**config.mk**
```make
export PLATFORM = sky130hd
export DESIGN_NAME = pbm_ctrl_flat
export DESIGN_NICKNAME = d
export VERILOG_FILES = /design/src/rtl/core/pbm_pkg.sv /design/src/rtl/core/pbm_if.sv /design/src/rtl/core/pbm_ctrl.sv /design/src/flat_wrapper.sv
export SDC_FILE = /design/constraint.sdc
export NUM_CORES = 1
export LEC_CHECK = 0
export BUFFER_PORTS_ARGS = -buffer_cell sky130_fd_sc_hd__buf_2
export CORE_ASPECT_RATIO = 1.4
export CORE_MARGIN = 4
export CORE_UTILIZATION = 45
export CTS_CLUSTER_DIAMETER = 40
export DETAILED_ROUTE_END_ITERATION = 10
export HOLD_SLACK_MARGIN = 0.06
export PLACE_DENSITY = 0.85
export SLEW_MARGIN = 15
export SYNTH_ARGS = -nofsm -noshare
export SYNTH_HDL_FRONTEND = slang
export SYNTH_SLANG_ARGS = --single-unit
```
**constraint.sdc**
```tcl
create_clock -name clk_i -period 3.9 [get_ports clk_i]
set_input_delay 0.195 -clock clk_i [delete_from_list [all_inputs] [get_ports clk_i]]
set_output_delay 0.195 -clock clk_i [all_outputs]
set_load 0.02 [all_outputs]
```
**src/rtl/core/pbm_pkg.sv**
```systemverilog
// ----------------------------------------------------------------------------
// pbm_pkg
// shared types, constants and helpers of the palette builder and mapper
// ----------------------------------------------------------------------------
package pbm_pkg;

  localparam int unsigned PaletteDepth = 256;
  localparam int unsigned IdxW         = 8;
  localparam int unsigned CntW         = 9;
  localparam int unsigned WordW        = 32;

  typedef enum logic [1:0] {
    FUNC_LEARN  = 2'd0,
    FUNC_LOOKUP = 2'd1,
    FUNC_READ   = 2'd2
  } func_e;

  typedef enum logic [1:0] {
    MODE_GRAY = 2'd0,
    MODE_RGB  = 2'd1,
    MODE_RGBA = 2'd2
  } mode_e;

  typedef struct packed {
    logic [1:0] func;
    logic       first_of_image;
    logic [7:0] red;
    logic [7:0] green;
    logic [7:0] blue;
    logic [7:0] alpha;
    logic [7:0] entry_index;
  } pbm_in_t;

  typedef struct packed {
    logic [7:0]      color_index;
    logic            found;
    logic            added;
    logic            overflow;
    logic [CntW-1:0] num_colors;
    logic [1:0]      size_class;
    logic [7:0]      entry_red;
    logic [7:0]      entry_green;
    logic [7:0]      entry_blue;
    logic [7:0]      entry_alpha;
  } pbm_out_t;

  // search token that walks the cell chain
  typedef struct packed {
    logic             vld;
    logic             done;
    logic             hit;
    logic             added;
    logic [1:0]       func;
    logic [1:0]       mode;
    logic [WordW-1:0] word;
    logic [CntW-1:0]  cnt;
    logic [IdxW-1:0]  ei;
    logic [IdxW-1:0]  idx;
    logic [WordW-1:0] entry;
  } pbm_tok_t;

  function automatic logic [WordW-1:0] mode_mask(input logic [1:0] mode);
    logic [WordW-1:0] m;
    case (mode)
      MODE_GRAY: m = 32'h0000_00FF;
      MODE_RGB:  m = 32'h00FF_FFFF;
      default:   m = 32'hFFFF_FFFF;
    endcase
    return m;
  endfunction

  function automatic logic [1:0] size_class_of(input logic [CntW-1:0] n);
    logic [1:0] c;
    if (n <= CntW'(2))       c = 2'd0;
    else if (n <= CntW'(4))  c = 2'd1;
    else if (n <= CntW'(16)) c = 2'd2;
    else                     c = 2'd3;
    return c;
  endfunction

endpackage

```
**src/rtl/core/pbm_if.sv**
```systemverilog
// ----------------------------------------------------------------------------
// pbm_if
// valid/ready channels of the palette builder and mapper
// ----------------------------------------------------------------------------
interface pbm_in_if import pbm_pkg::*; ();
  logic    valid;
  logic    ready;
  pbm_in_t data;

  modport source (output valid, output data, input ready);
  modport sink   (input valid, input data, output ready);
endinterface

interface pbm_out_if import pbm_pkg::*; ();
  logic     valid;
  logic     ready;
  pbm_out_t data;

  modport source (output valid, output data, input ready);
  modport sink   (input valid, input data, output ready);
endinterface

```
**src/rtl/core/pbm_ctrl.sv**
```systemverilog
// ----------------------------------------------------------------------------
// pbm_ctrl
// launches tokens, keeps count, overflow and mode, stages results
// ----------------------------------------------------------------------------
module pbm_ctrl import pbm_pkg::*; (
  input  logic          clk_i,
  input  logic          rst_ni,
  pbm_in_if.sink        in_i,
  pbm_out_if.source     out_o,
  input  logic          cfg_we_i,
  input  logic [1:0]    cfg_data_i,
  output pbm_tok_t      tok_o,
  input  pbm_tok_t      tok_i
);

  logic            busy_q;
  logic [1:0]      mode_q;
  logic [CntW-1:0] cnt_q, cnt_d;
  logic            ovf_q, ovf_set;
  logic            out_vld_q, skid_vld_q;
  pbm_out_t        out_q, skid_q, res;
  logic            accept, clr, out_fire;
  pbm_in_t         px;

  assign px       = in_i.data;
  assign in_i.ready = !busy_q && !skid_vld_q;
  assign accept   = in_i.valid && in_i.ready;
  assign clr      = (px.func == FUNC_LEARN) && px.first_of_image;
  assign out_fire = out_vld_q && out_o.ready;

  always_comb begin
    tok_o       = '0;
    tok_o.vld   = accept;
    tok_o.func  = px.func;
    tok_o.mode  = mode_q;
    tok_o.ei    = px.entry_index;
    tok_o.cnt   = clr ? '0 : cnt_q;
    case (mode_q)
      MODE_GRAY: tok_o.word = {8'hFF, px.red, px.red, px.red};
      MODE_RGB:  tok_o.word = {8'hFF, px.blue, px.green, px.red};
      default:   tok_o.word = {px.alpha, px.blue, px.green, px.red};
    endcase
  end

  // result of the token leaving the chain
  assign ovf_set = (tok_i.func == FUNC_LEARN) && !tok_i.done;
  assign cnt_d   = tok_i.cnt + CntW'(tok_i.added);

  always_comb begin
    res             = '0;
    res.color_index = tok_i.idx;
    res.found       = tok_i.hit;
    res.added       = tok_i.added;
    res.overflow    = ovf_q | ovf_set;
    res.num_colors  = cnt_d;
    res.size_class  = size_class_of(cnt_d);
    res.entry_red   = tok_i.entry[7:0];
    res.entry_green = tok_i.entry[15:8];
    res.entry_blue  = tok_i.entry[23:16];
    res.entry_alpha = tok_i.entry[31:24];
  end

  always_ff @(posedge clk_i or negedge rst_ni) begin
    if (!rst_ni) begin
      busy_q     <= 1'b0;
      mode_q     <= MODE_RGB;
      cnt_q      <= '0;
      ovf_q      <= 1'b0;
      out_vld_q  <= 1'b0;
      skid_vld_q <= 1'b0;
    end else begin
      if (cfg_we_i) begin
        mode_q <= cfg_data_i;
      end
      if (accept) begin
        busy_q <= 1'b1;
        if (clr) begin
          cnt_q <= '0;
          ovf_q <= 1'b0;
        end
      end
      if (tok_i.vld) begin
        busy_q <= 1'b0;
        cnt_q  <= cnt_d;
        ovf_q  <= ovf_q | ovf_set;
      end
      // output register with one skid slot behind it
      if (tok_i.vld) begin
        if (!out_vld_q || out_fire) begin
          out_vld_q <= 1'b1;
        end else begin
          skid_vld_q <= 1'b1;
        end
      end else if (out_fire) begin
        out_vld_q  <= skid_vld_q;
        skid_vld_q <= 1'b0;
      end
    end
  end

  always_ff @(posedge clk_i) begin
    if (tok_i.vld) begin
      if (!out_vld_q || out_fire) begin
        out_q <= res;
      end else begin
        skid_q <= res;
      end
    end else if (out_fire && skid_vld_q) begin
      out_q <= skid_q;
    end
  end

  assign out_o.valid = out_vld_q;
  assign out_o.data  = out_q;

endmodule

```
**src/flat_wrapper.sv**
```systemverilog
// flat-port wrapper written by rule: the top's interface ports become plain ports
module pbm_ctrl_flat import pbm_pkg::*;
  (clk_i, rst_ni, cfg_we_i, cfg_data_i, tok_o, tok_i, in_i_valid, in_i_data, in_i_ready, out_o_valid, out_o_data, out_o_ready);
  pbm_in_if in_i_i ();
  pbm_out_if out_o_i ();
  input  logic clk_i;
  input  logic rst_ni;
  input  logic cfg_we_i;
  input  logic [1:0] cfg_data_i;
  output pbm_tok_t tok_o;
  input  pbm_tok_t tok_i;
  input wire logic [$bits(in_i_i.valid)-1:0] in_i_valid;
  input wire logic [$bits(in_i_i.data)-1:0] in_i_data;
  output wire logic [$bits(in_i_i.ready)-1:0] in_i_ready;
  output wire logic [$bits(out_o_i.valid)-1:0] out_o_valid;
  output wire logic [$bits(out_o_i.data)-1:0] out_o_data;
  input wire logic [$bits(out_o_i.ready)-1:0] out_o_ready;
  assign in_i_i.valid = in_i_valid;
  assign in_i_i.data = in_i_data;
  assign in_i_ready = in_i_i.ready;
  assign out_o_valid = out_o_i.valid;
  assign out_o_data = out_o_i.data;
  assign out_o_i.ready = out_o_ready;
  pbm_ctrl u_core (.clk_i(clk_i), .rst_ni(rst_ni), .in_i(in_i_i), .out_o(out_o_i), .cfg_we_i(cfg_we_i), .cfg_data_i(cfg_data_i), .tok_o(tok_o), .tok_i(tok_i));
endmodule
```
==> impl_metrics.ini <==
[setup_path]
cp.arrival_ns = 2.73
critPathMaxFanout = 10
crit_path_frequent_cell = ha_1
cp_cell_sequence = dlygate4sd3_1 > buf_2 > ha_1 > ha_1 > nand2_1 > o31ai_1 > inv_1 > a2111o_1 > mux2_4
cp.required_ns = 4.05
endpoint_kind = flip-flop
worst_path_max_delay_cell = dlygate4sd3_1
crit_path_max_incr_delay_ns = 0.52
start_kind = input pin
crit_type = in -> reg

[logic_synthesis]
synth_area_um2 = 5580
synthMostInstantiatedCell = edfxtp_1
synth.top_cell.area_share = 0.5812
ys_async_sr_fraction = 0.1220
synth_flop_cell = edfxtp_1
avgSynthCellArea_um2 = 14.16
ys_warn_count = 0
postSynthCellCount = 394
synth_cell_type_count = 41
synth_top_area_cell = edfxtp_1
synth_commonest_cells = edfxtp_1 (108), buf_4 (63), mux2_2 (54), nand2_1 (29), o21ai_0 (18)
ys_seq_area_frac = 0.6487
ys_seq_elements = 123
netlist_top_cells_area = edfxtp_1 (58%), mux2_2 (11%), buf_4 (8.5%)
synth_edf_count = 108

[layout]
multi_input_area_um2 = 1584
regArea_um2 = 3620
n_fill_cell = 903
postLayoutCoreUtil = 0.6262
final_nets = 774
drive_gt1_frac = 0.4671
diodes = 0
area_growth_pct = 34.62

[floorplan]
rows = 47
die_w_um = 102.1
die_area_um2 = 14270
ioPinCount = 300
initial_core_util = 0.4652
core_um2 = 12000
die_height_um = 139.8

[route]
firstDrtPassIters = 4
drc = 0
vias_per_cell = 5.052
wire_per_inst_um = 20.65
drt_iter0_drc = 205
dr_total_vias = 3966
postRouteAntennaNets = 0
drt-total-wl_um = 16210

[clocking]
htree_levels = 4
cts_tree = built
post_cts_buffers = 0
clkSlewWorstSetupHoldPaths_ns = 0.06
clock_path_buffers = 2
cts_sinks = 123
cts_resized = 0
cts_root_buffer = clkbuf_16
clock_latency_ns = 0.41
numCtsBuffers = 17

[grt]
antenna_found_initial = 0
grtUsageMet1 = 0.2437
top_usage_layer = met2
grt_pass1_vias = 4078
track_usage = 0.2238
met2_usage = 0.3950
grt_max_degree = 55
grt_pass1_wl_um = 23600
grtUsageMet3 = 0.06710
overflow = 0

[timing]
fin_crit_sh = 0.6615
finalMaxSlewViolations = 0
final_hold_viol_count = 0
relSlewSlack = 0.3942
hold_slack_ns = 0.1371
rsz0062_at_grt = false
skew_ns = 0.01167
tightest_slew_ns = 0.9088
setup_slack_ns = 1.320
setup_viol = 0
max_freq_mhz = 387.6
min_period_ns = 2.580
fin_tns_setup_ns = 0

[pwr]
power_switching_w = 0.001075
clock_power_share = 0.432
p_seq_frac = 0.414
switching_share = 0.2770
p_total_w = 0.003880
peakVddDrop_mv = 0.2853
comb_power_share = 0.155
intPower_w = 0.002805
power.density_nw_per_um2 = 516.4
static-leakage-power_nw = 3.181

[placed_design]
place.gp.congestion = 0.9058
portBuffers = 198
place_ws_ns = 1.461
hpwl_um = 10690

[hold_path]
hp-class = in -> reg

[flow_run]
drv_cap = 0

[run_status]
status = complete, no violations
-- stage by stage --
step / instances / area [um^2]
after global placement: 706 / 6416
after detailed placement: 706 / 6416
after CTS: 785 / 7512
after global routing: 785 / 7512
final: 785 / 7512
after floorplan: 436 / 5738
-- power groups by stage --
| stage | clock, W | sequential (W) | combinational, W |
|---|---|---|---|
| floorplan | 0 | 0.00169 | 0.000321 |
| global placement | 0 | 0.00162 | 0.000544 |
| detailed placement | 0 | 0.00163 | 0.000555 |
| CTS | 0.00168 | 0.00160 | 0.000599 |
| global route | 0.00176 | 0.00161 | 0.000642 |
| finish | 0.00167 | 0.00160 | 0.000601 |
-- critical path, delay by kind of cell --
family | cells | cell delay, ns
fa+ha+maj | 2 | 0.64
buf+inv | 3 | 0.74
simple gates | 1 | 0.12
mux | 1 | 0.26
compound gates | 2 | 0.77
-- state kept, by name (all words and copies together) (netlist names) --
register and cells:
u_core.out_o.data 54, u_core.skid_q 54, u_core.cnt_q 9, u_core.mode_q 2
u_core.busy_q 1, u_core.out_o.valid 1, u_core.ovf_q 1, u_core.skid_vld_q 1
-- layout make-up --
| cell class | count | area share |
|---|---|---|
| tap | 147 | 0.02448 |
| inverter | 2 | 0.0009993 |
| sequential | 123 | 0.4818 |
| multi-input combinational | 232 | 0.2109 |
| clock buffer | 17 | 0.05663 |
| timing repair buffer | 249 | 0.1985 |
| clock inverter | 15 | 0.02665 |
-- cell families after synthesis --
logic type	Yosys count	synth area share
AO/OA/AOI/OAI	44	0.05359
XOR/XNOR	7	0.01099
adder cells (fa/ha/maj)	2	0.004484
buffers and inverters	81	0.09731
flip-flops	123	0.6487
multiplexers	55	0.1117
other	1	0.0006720
AND/OR/NAND/NOR	81	0.07265
-- metal layers --
layer	share of wire	wire, um	up-vias
li1	-	-	1798
met1	0.36	5819	1925
met2	0.53	8597	216
met3	0.083	1346	27
met4	0.027	444	0
met5	0	0	-
-- path summary, 6_finish.rpt --
kind | from | to | slack (ns) | cells after the start
max in group asynchronous | rst_ni | u_core.mode_q[0] | 3.31 | 2
worst max register to register | u_core.out_o.valid | u_core.skid_q[36] | 1.95 | 3
worst min-delay path | out_o_ready | u_core.out_o.valid | 0.14 | 3
worst max-delay path | tok_i[93] | u_core.out_o.data[33] | 1.32 | 9
worst min register to register | u_core.cnt_q[5] | u_core.cnt_q[5] | 0.50 | 1
min in group asynchronous | rst_ni | u_core.out_o.valid | 0.26 | 2
-- repair_timing --
| action | CTS | global route |
|---|---|---|
| hold buffers | 47 | 0 |
| endpoints found under the hold margin | 59 | 0 |
| setup endpoints to repair | 0 | 0 |
-- cell usage in the layout, fill, tap and decap left out, drive strengths merged, types with 2 or more instances in the layout --
master	instances
a21oi	5
a22o	10
and2	3
buf	202
bufinv	3
clkbuf	17
clkinvlp	2
conb	43
dfrtp	14
dlygate4sd3	47
edfxtp	108
ha	2
inv	11
mux2	55
nand2	29
nand2b	9
nand3	4
nand4	3
nor2	11
nor2b	10
nor3	3
nor4	2
o21ai	18
o31ai	2
or3	3
xnor2	3
xor2	4
No activity file was read; power rests on OpenSTA's default activity.
