--- config.mk ---
export PLATFORM = sky130hd
export DESIGN_NAME = pbm_cell
export DESIGN_NICKNAME = d
export VERILOG_FILES = /design/src/rtl/core/pbm_pkg.sv /design/src/rtl/core/pbm_cell.sv
export SDC_FILE = /design/constraint.sdc
export NUM_CORES = 1
export LEC_CHECK = 0
export BUFFER_PORTS_ARGS = -buffer_cell sky130_fd_sc_hd__buf_2
export CELL_PAD_IN_SITES_DETAIL_PLACEMENT = 0
export CELL_PAD_IN_SITES_GLOBAL_PLACEMENT = 1
export CORE_MARGIN = 10
export CORE_UTILIZATION = 42
export CTS_BUF_LIST = sky130_fd_sc_hd__clkbuf_8
export CTS_CLUSTER_DIAMETER = 80
export DETAILED_ROUTE_END_ITERATION = 12
export PLACE_DENSITY = 0.95
export SLEW_MARGIN = 25
export SYNTH_ARGS = -nofsm -noshare
export SYNTH_HDL_FRONTEND = slang
export SYNTH_SLANG_ARGS = --single-unit
--- constraint.sdc ---
create_clock -name clk_i -period 3.2 [get_ports clk_i]
set_input_delay 0 -clock clk_i [delete_from_list [all_inputs] [get_ports clk_i]]
set_output_delay 0 -clock clk_i [all_outputs]
set_load 0.03 [all_outputs]
--- src/rtl/core/pbm_pkg.sv ---
// ----------------------------------------------------------------------------
// pbm_pkg
// shared types, constants and helpers of the palette builder and mapper
// ----------------------------------------------------------------------------
package pbm_pkg;

  localparam int unsigned PaletteDepth = 256;
  localparam int unsigned IdxW         = 8;
  localparam int unsigned CntW         = 9;
  localparam int unsigned WordW        = 32;

  typedef enum logic [1:0] {
    FUNC_LEARN  = 2'd0,
    FUNC_LOOKUP = 2'd1,
    FUNC_READ   = 2'd2
  } func_e;

  typedef enum logic [1:0] {
    MODE_GRAY = 2'd0,
    MODE_RGB  = 2'd1,
    MODE_RGBA = 2'd2
  } mode_e;

  typedef struct packed {
    logic [1:0] func;
    logic       first_of_image;
    logic [7:0] red;
    logic [7:0] green;
    logic [7:0] blue;
    logic [7:0] alpha;
    logic [7:0] entry_index;
  } pbm_in_t;

  typedef struct packed {
    logic [7:0]      color_index;
    logic            found;
    logic            added;
    logic            overflow;
    logic [CntW-1:0] num_colors;
    logic [1:0]      size_class;
    logic [7:0]      entry_red;
    logic [7:0]      entry_green;
    logic [7:0]      entry_blue;
    logic [7:0]      entry_alpha;
  } pbm_out_t;

  // search token that walks the cell chain
  typedef struct packed {
    logic             vld;
    logic             done;
    logic             hit;
    logic             added;
    logic [1:0]       func;
    logic [1:0]       mode;
    logic [WordW-1:0] word;
    logic [CntW-1:0]  cnt;
    logic [IdxW-1:0]  ei;
    logic [IdxW-1:0]  idx;
    logic [WordW-1:0] entry;
  } pbm_tok_t;

  function automatic logic [WordW-1:0] mode_mask(input logic [1:0] mode);
    logic [WordW-1:0] m;
    case (mode)
      MODE_GRAY: m = 32'h0000_00FF;
      MODE_RGB:  m = 32'h00FF_FFFF;
      default:   m = 32'hFFFF_FFFF;
    endcase
    return m;
  endfunction

  function automatic logic [1:0] size_class_of(input logic [CntW-1:0] n);
    logic [1:0] c;
    if (n <= CntW'(2))       c = 2'd0;
    else if (n <= CntW'(4))  c = 2'd1;
    else if (n <= CntW'(16)) c = 2'd2;
    else                     c = 2'd3;
    return c;
  endfunction

endpackage

--- src/rtl/core/pbm_cell.sv ---
// ----------------------------------------------------------------------------
// pbm_cell
// one palette entry: compares, appends or reads as the token passes by
// ----------------------------------------------------------------------------
module pbm_cell import pbm_pkg::*; #(
  parameter int unsigned Idx = 0
) (
  input  logic     clk_i,
  input  logic     rst_ni,
  input  pbm_tok_t tok_i,
  output pbm_tok_t tok_o
);

  localparam logic [CntW-1:0] MyCnt = CntW'(Idx);
  localparam logic [IdxW-1:0] MyIdx = IdxW'(Idx);

  logic [WordW-1:0] ent_q;
  pbm_tok_t         tok_d, tok_q;
  logic             in_range, match, wr_en;

  assign in_range = MyCnt < tok_i.cnt;
  assign match    = ((ent_q ^ tok_i.word) & mode_mask(tok_i.mode)) == '0;

  always_comb begin
    tok_d = tok_i;
    wr_en = 1'b0;
    if (tok_i.vld && !tok_i.done) begin
      case (tok_i.func)
        FUNC_LEARN: begin
          if (in_range && match) begin
            tok_d.done = 1'b1;
            tok_d.hit  = 1'b1;
            tok_d.idx  = MyIdx;
          end else if (MyCnt == tok_i.cnt) begin
            // first free slot: append here
            wr_en       = 1'b1;
            tok_d.done  = 1'b1;
            tok_d.added = 1'b1;
            tok_d.idx   = MyIdx;
          end
        end
        FUNC_LOOKUP: begin
          if (in_range && match) begin
            tok_d.done = 1'b1;
            tok_d.hit  = 1'b1;
            tok_d.idx  = MyIdx;
          end
        end
        FUNC_READ: begin
          if (in_range && (tok_i.ei == MyIdx)) begin
            tok_d.done  = 1'b1;
            tok_d.hit   = 1'b1;
            tok_d.idx   = MyIdx;
            tok_d.entry = ent_q;
          end
        end
        default: begin
        end
      endcase
    end
  end

  always_ff @(posedge clk_i or negedge rst_ni) begin
    if (!rst_ni) begin
      tok_q <= '0;
    end else begin
      tok_q <= tok_d;
    end
  end

  always_ff @(posedge clk_i) begin
    if (wr_en) begin
      ent_q <= tok_i.word;
    end
  end

  assign tok_o = tok_q;

endmodule

==> results of run 1 <==
[routing by layer]
metal	global-route usage, %	part of all wire, %
met1	18.48	37
met2	31.10	54
met3	6.802	7.6
met4	5.623	1.2
met5	0	0
[flip-flops by register name (all words and copies together), names as in the netlist]
| name | flops |
|---|---|
| ent_q | 32 |
| tok_o | 97 |
[stage by stage]
step / hold slack, ns / instances / worst slack (ns) / utilization, %
final: 0.2353 / 726 / 0.7894 / 65.43
after global routing: 0.2062 / 726 / 0.7476 / 65.43
after CTS: 0.1955 / 726 / 0.9110 / 65.43
after detailed placement: 0.1241 / 596 / 0.9908 / 53.08
after global placement: 0.1222 / 596 / 1.014 / 53.08
after floorplan: -0.2956 / 267 / 0.4636 / -
[cell usage after synthesis (all sizes together), types with 5 or more instances]
library cell  count  area (um2)
o21ai             9       45.04
mux2             32       469.2
dfrtp            97        2427
nand3b            8       60.06
a2bb2oi           8       70.07
xnor2            32       280.3
nand2             9       33.78
nand4             8       50.05
nor2              5       18.77
edfxtp           32       960.9
buf               6       86.33
[path summary, 6_finish.rpt]
path	cells after the start	from	to	slack [ns]
max	8	tok_i[44]	tok_o[2]	0.79
max reg2reg	5	ent_q[11]	tok_o[36]	1.19
min in group clk_i	2	tok_i[47]	tok_o[47]	0.24
max in group asynchronous	3	rst_ni	tok_o[54]	2.06
min	2	rst_ni	tok_o[16]	0.24
min reg2reg	1	ent_q[0]	tok_o[0]	0.54
[layout by cell type, fill, tap and decap left out, types with 2 or more instances in the layout]
cell type | Yosys | layout
nand2b_1 | 2 | 2
mux2_2 | 3 | 3
clkinv_2 | 0 | 7
clkinvlp_4 | 0 | 2
nor2_1 | 5 | 5
edfxtp_1 | 32 | 32
nor3_1 | 2 | 2
buf_2 | 0 | 194
nor4_1 | 3 | 2
or2_2 | 2 | 2
dfrtp_1 | 97 | 97
mux2_4 | 29 | 29
clkbuf_8 | 0 | 19
nand4_1 | 8 | 8
nand3b_1 | 8 | 8
o21ai_0 | 9 | 9
xnor2_1 | 32 | 32
nand2_1 | 9 | 9
inv_1 | 0 | 2
a2bb2oi_1 | 8 | 8
dlygate4sd3_1 | 0 | 98
buf_4 | 0 | 3
[power by group through the flow]
stage                     Combinational (uW)  Sequential [uW]  Clock (uW)
after global placement                   404             1800           0
after global routing                     544             1770        1350
final                                    509             1770        1240
after CTS                                508             1770        1280
after floorplan                         72.5             1940           0
after detailed placement                 414             1800           0
[worst max-delay path: stages]
cell and delay [ns]:
dlygate4sd3_1 0.54, buf_2 0.13, or4_4 0.53, nor3_2 0.13, and3_1 0.42, and4b_2 0.32, buf_12 0.27, mux2_2 0.37
[cell families (layout without fill, tap and decap cells)]
logic type                after synthesis  after routing
DFF                                   129            129
and+or+nand+nor                        44             44
xor gates and xnor gates               32             32
muxes                                  32             32
AOI/OAI and AO/OA                      21             21
buffers and inverters                   9            328
[cell type report]
cell class	instances	area share [%]
Sequential cell	129	47.77
Multi-Input combinational cell	129	16.60
Timing Repair Buffer	296	28.12
Tap cell	140	2.470
Clock inverter	13	1.358
Clock buffer	19	3.687
==> results by group, run 1 <==
Yosys
  – Number of enable flip-flop cells after synthesis: 32
  – Seq/Total Area, Yosys: ~73%
  – Synthesized Nets: between 300 and 400
  – YS warnings: 0
  – Number of unique standard cell types used by synthesis: 28
  – Post-Synth XOR/XNOR Area: around 6.0%
  – Post-synthesis area per instance: 17.40 um2
  – Number of cells produced by synthesis: about 270
  – Register bit total from synthesis: 129
  – Area share of and/or/nand/nor cells after synthesis: 5.574%
  – Post-synthesis adder-cell area fraction: 0%
  – Primary flip-flop cell chosen by synthesis mapping: dfrtp_1
  – Portion of netlist area occupied by mux cells: slightly above 10%
  – Combinational family with the most area after synthesis: multiplexers
  – Synthesized-area fraction occupied by ao, oa, aoi and oai cells: under 10%
  – Async set or reset register ratio after synthesis: 75.19%
  – Total standard cell area after synthesis: approximately 0.0046 mm2

Power
  – Lkg Pwr: 0.003216 uW
  – Worst voltage drop across the vdd grid: roughly 0.25 mV
  – Power Dens Cells: around 500 mW/mm2
  – Proportion of power drawn by the clock network: a little over a third
  – Internal power consumption: about 2600 uW
  – Comb pwr share: 14.5%
  – Switching fraction of total power: 25.83%
  – Portion of total power attributed to sequential cells: roughly half
  – Net switching power: about 910 uW
  – Total power of the final layout: 3522 uW

Placed design
  – DP Wirelength: slightly below 9000 um
  – Gp weighted congestion: between 0.7 and 0.8
  – PortBufs: between 150 and 200
  – Total placed instance area: 0.005754 mm2

Critical path
  – Critical path arrival: 2.71 ns
  – Data required time at the worst endpoint: about 3.5 ns
  – Startpoint-to-endpoint class of the critical path: in2reg
  – Critical Path Fanout Max: 33
  – Startpoint types: primary input
  – Crit. End Element: flip-flop

Detailed routing
  – Post-Route WL: approximately 14000 um
  – Remaining antenna violation count: 0
  – Detailed-route vias per instance: roughly 4.6
  – Drt first-iter violations: around 150
  – DRC errors left: 0
  – Routed vias: about 3.4k
  – Detailed Routing Iterations Pass 1: 4
  – Wirelength per Cell: between 15 and 20 um

STA
  – Final setup violation count: 0
  – Final cycle utilization of the critical path: 75.33%
  – Pin slew with the least headroom to its limit: 0.8157 ns
  – Final Hold Viols: 0
  – Clock Skews: about 0.013 ns
  – Final total negative setup slack: 0 ns
  – Upper clock frequency limit: slightly above 0.4 GHz
  – Post-layout min period: roughly 2.4 ns
  – Headroom to the max-slew limit: 45.62%
  – Unrepaired setup endpoints after global routing: false
  – Final Max Slew Viols: 0

CTS
  – Clock slew seen by the registers of the worst setup and hold paths: roughly 0.07 ns
  – CTS tree: yes
  – Maximum root-to-sink buffer count: 2
  – Worst-Skew Late Latency: about 0.42 ns
  – Clock root buffer master: clkbuf_8
  – Post-CTS resize count: 0
  – Number of buffers added by the clock tree synthesis step: 17
  – CTS HTree Levels: 4
  – Buffers inserted by post-CTS timing repair: 0
  – Number of buffers inserted for hold repair after clock tree synthesis: a little under 100
  – Clock Sinks: approximately 130

Final layout
  – Combined area of the multi-input logic cells: about 0.0012 mm2
  – Fin nets: 672
  – Diode count: 0
  – Summed area of non-filler cells in the final layout: between 0.007 and 0.008 mm2
  – Sequential Area: approximately 0.0034 mm2
  – Area growth syn-to-layout: 52.64%
  – Layout cell share with drive strength beyond 1: about 46%
  – Number of fill cells in the layout: about 780

Global routing
  – Vias in the first global route: 3756
  – Maximum number of pins on one net before global-route repair: 69
  – Global-route wire length before repair: roughly 22000 um
  – Global router's overall resource usage: approximately 17%
  – Antenna violations before repair: 0
  – Global route total overflow: 0

Die
  – Starting density of the core: 42.87%
  – Core Rows: 38
  – Area of the core region: between 0.01 and 0.015 mm2
  – Boundary pin count: 196
  – Total Die Area: around 0.016 mm2
  – Horizontal die dimension: roughly 130 um
  – Die Y-Extent: 125.2 um

Outcome
  – Status: complete, no violations

Run
  – Number of max-capacitance violations reported: 0

Worst hold path
  – Type of the most critical hold path: in2async
Note: power is estimated with default switching activity, not from simulation.
==> inputs of run 2 (changes only) <==
ABC_AREA = 1   (was unset)
CORE_UTILIZATION = 37   (was 42)
PLACE_DENSITY = 0.89   (was 0.95)
clock period = 2.4 ns   (was 3.2 ns; I/O delays follow)
==> results by group, run 2 <==
Critical path
  – Register-to-register setup slack: 0.62 ns (-0.57 ns)
  – Worst flop-to-flop path endpoint: tok_o[33]
  – Reg-to-reg startpoint: ent_q[29]
  – Cell at the slowest stage of the critical path: dlygate4sd3_1
  – Critical Path Fanout Max: 41 (+24%)
  – Cell depth of the worst flop-to-flop path: 9 (+4)
  – Worst stage delay on the critical path: 0.55 ns (about the same)
  – Data required time at the worst endpoint: 2.71 ns (-0.79 ns)
  – List of cells traversed by the critical path: dlygate4sd3_1 -> buf_2 -> nor2_1 -> nand2_1 -> nor2_4 -> nand4_4 -> buf_4 -> nand2_1 -> o21ai_0
  – Startpoint-to-endpoint class of the critical path: in2reg
  – Crit path capture: tok_o[31]
  – Most frequent cell on the critical path: nand2_1
  – Startpoint types: primary input
  – Crit. End Element: flip-flop
  – Beginning of the critical path: tok_i[45]
  – Critical path arrival: 2.22 ns (-0.49 ns)

STA
  – Pin slew with the least headroom to its limit: 0.6796 ns (-0.1360 ns)
  – Final Max Slew Viols: 0 (unchanged)
  – Final cycle utilization of the critical path: roughly four fifths
  – Unrepaired setup endpoints after global routing: false
  – Post-layout min period: 1.906 ns
  – Final total negative setup slack: 0 ns (unchanged)
  – Final Hold Viols: 0 (unchanged)
  – Headroom to the max-slew limit: 54.60% (+9.0 points)
  – Upper clock frequency limit: approximately 0.52 GHz
  – Final setup violation count: 0 (unchanged)
  – Clock Skews: 0.007118 ns (-0.006125 ns)

Yosys
  – Register bit total from synthesis: 129 (unchanged)
  – Post-synthesis area per instance: 11.84 um2 (-32%)
  – Most used standard cell by instance count after synthesis: nand2_1
  – Area share of the largest cell type after synthesis: 52.16% (-0.070 points)
  – Post-synth top area cell: dfrtp_1
  – Number of unique standard cell types used by synthesis: 25 (-11%)
  – Top cells by area, synth: dfrtp_1 (52%), edfxtp_1 (21%), nand2_1 (9.0%)
  – Synthesized Nets: 492 (+34%)
  – Post-synth top cells: nand2_1 (111), dfrtp_1 (97), inv_1 (50)
  – Number of cells produced by synthesis: 393 (+47%)
  – Primary flip-flop cell chosen by synthesis mapping: dfrtp_1
  – Seq/Total Area, Yosys: 72.82% (-0.098 points)
  – Number of enable flip-flop cells after synthesis: 32 (unchanged)
  – Async set or reset register ratio after synthesis: 75.19% (unchanged)
  – Total standard cell area after synthesis: 0.004653 mm2 (+0.13%)
  – YS warnings: 0 (unchanged)

CTS
  – Buffers inserted by post-CTS timing repair: 0 (unchanged)
  – Clock root buffer master: clkbuf_8
  – Worst-Skew Late Latency: 0.43 ns (about the same)
  – CTS tree: yes
  – CTS HTree Levels: 4 (unchanged)
  – Clock Sinks: 129 (unchanged)
  – Clock slew seen by the registers of the worst setup and hold paths: 0.07 ns (about the same)
  – Number of buffers added by the clock tree synthesis step: 17 (unchanged)
  – Maximum root-to-sink buffer count: 2 (unchanged)

Run
  – Number of max-capacitance violations reported: 0 (unchanged)

Detailed routing
  – Post-Route WL: 13900 um (+1.7%)
  – Remaining antenna violation count: 0 (unchanged)
  – Routed vias: 3873 (+15%)
  – DRC errors left: 0 (unchanged)
  – Wirelength per Cell: 15.71 um (-17%)
  – Detailed Routing Iterations Pass 1: 4 (unchanged)
  – Detailed-route vias per instance: 4.376 (-5.6%)
  – Drt first-iter violations: 150 (-2.6%)

Final layout
  – Most used cells in the layout excluding fill and tap cells: buf_2 (194), nand2_1 (111), dlygate4sd3_1 (98), dfrtp_1 (97), inv_1 (50)
  – Area growth syn-to-layout: 56.68%
  – Commonest non-fill, non-tap cell in the layout: buf_2
  – Fin nets: 802 (+19%)
  – Layout cell share with drive strength beyond 1: 34.64% (-11 points)
  – Post-route core utilization: 59.95% (-5.5 points)
  – Max reg flops: 97 (unchanged)

Die
  – Core Rows: 40 (+5.3%)
  – Starting density of the core: 38.26% (-4.6 points)
  – Die Y-Extent: 132.1 um (+5.6%)
  – Boundary pin count: 196 (unchanged)
  – Area of the core region: 0.01216 mm2 (+12%)
  – Horizontal die dimension: 132.1 um (+5.6%)
  – Total Die Area: 0.01746 mm2 (+11%)

Outcome
  – Status: complete, no violations

Placed design
  – Gp weighted congestion: 0.7704 (+3.8%)
  – PortBufs: 195 (unchanged)
  – DP Wirelength: 9542 um (+6.9%)

Global routing
  – Global router's overall resource usage: 16.26% (-1.2 points)
  – Global-route wire length before repair: 22620 um (+4.6%)
  – Vias in the first global route: 4349 (+16%)
  – Global route total overflow: 0 (unchanged)
  – Maximum number of pins on one net before global-route repair: 56 (-19%)
  – Antenna violations before repair: 1 (+1)

Power
  – Power Dens Cells: 697.1 mW/mm2 (+40%)
  – Worst voltage drop across the vdd grid: 0.6007 mV (+140%)
  – Total power of the final layout: 5082 uW (+44%)
  – Lkg Pwr: 0.003665 uW (+14%)

Worst hold path
  – Type of the most critical hold path: in2async
## run 2: cell types whose count changed after synthesis, sizes merged, moves of 7 or more
cell and change:
nand2 +102, inv +50, xnor2 -27, nor2 +24, mux2 -22, o21ai +13, nand3 +10, a21boi +8
a2bb2oi -8, nand3b -7
## run 2: cells by family (layout without fill, tap and decap cells)
group | after synthesis | count (layout) | share of synthesized area [%]
simple gates | 159 | 159 | 14.33
flops | 129 | 129 | 72.82
buf+inv | 56 | 379 | 4.759
compound gates | 31 | 31 | 3.764
mux | 10 | 10 | 2.823
xor+xnor | 8 | 8 | 1.506
other cells | 0 | 1 | 0
## run 2: through the flow
step	hold slack, ns	instances	area, um2	worst slack [ns]
3_5_place_dp	0.03700	754	5858	0.6014
2_1_floorplan	-0.2956	393	4653	0.03268
4_1_cts	0.09214	884	7288	0.5414
6_report	0.1058	885	7291	0.4945
3_3_place_gp	0.01291	754	5858	0.7050
5_1_grt	0.1204	885	7291	0.3419
## run 2: layout make-up
| cell class | count | area, um2 |
|---|---|---|
| repair buffers | 297 | 2002 |
| clock buffers | 17 | 234.0 |
| flip-flops and latches | 129 | 3388 |
| clock inverters | 15 | 215.2 |
| multi-input cells | 208 | 1051 |
| diodes | 1 | 2.502 |
| inverters | 50 | 187.7 |
| fillers | 993 | 4871 |
| well taps | 168 | 210.2 |
## run 2: report_power, final
part	total [uW]	switching, uW	internal (uW)
registers	2350	22.9	2330
logic	648	381	267
clock network	2080	850	1230
## run 2: critical path: cells and delay by family
family	cells	cell delay, ns
AND/OR/NAND/NOR	5	1.02
AO/OA/AOI/OAI	1	0.09
buffers and inverters	3	1.10
## run 2: how the worst min path moves through the flow
| stage | start | to | slack (ns) | depth (start not counted) |
|---|---|---|---|---|
| finish | rst_ni | tok_o[18] | 0.11 | 2 |
| global route | rst_ni | tok_o[13] | 0.12 | 2 |
| CTS | rst_ni | tok_o[13] | 0.09 | 2 |
| detailed placement | rst_ni | tok_o[18] | 0.04 | 1 |
| global placement | rst_ni | tok_o[18] | 0.01 | 1 |
| floorplan | rst_ni | tok_o[0] | -0.30 | 0 |
## run 2: routing by layer
| metal | GRT usage (%) | vias to the layer above | routed length (um) |
|---|---|---|---|
| met5 | 0 | - | 0 |
| met1 | 16.07 | 1844 | 5174 |
| li1 | - | 1858 | - |
| met2 | 28.85 | 141 | 7269 |
| met3 | 7.241 | 30 | 1096 |
| met4 | 6.860 | 0 | 361 |
## run 2: timing repair
item                                   in CTS  in global routing
hold buffers                               98                  0
endpoints found under the hold margin     171                  0
gates resized for setup                     0                  0
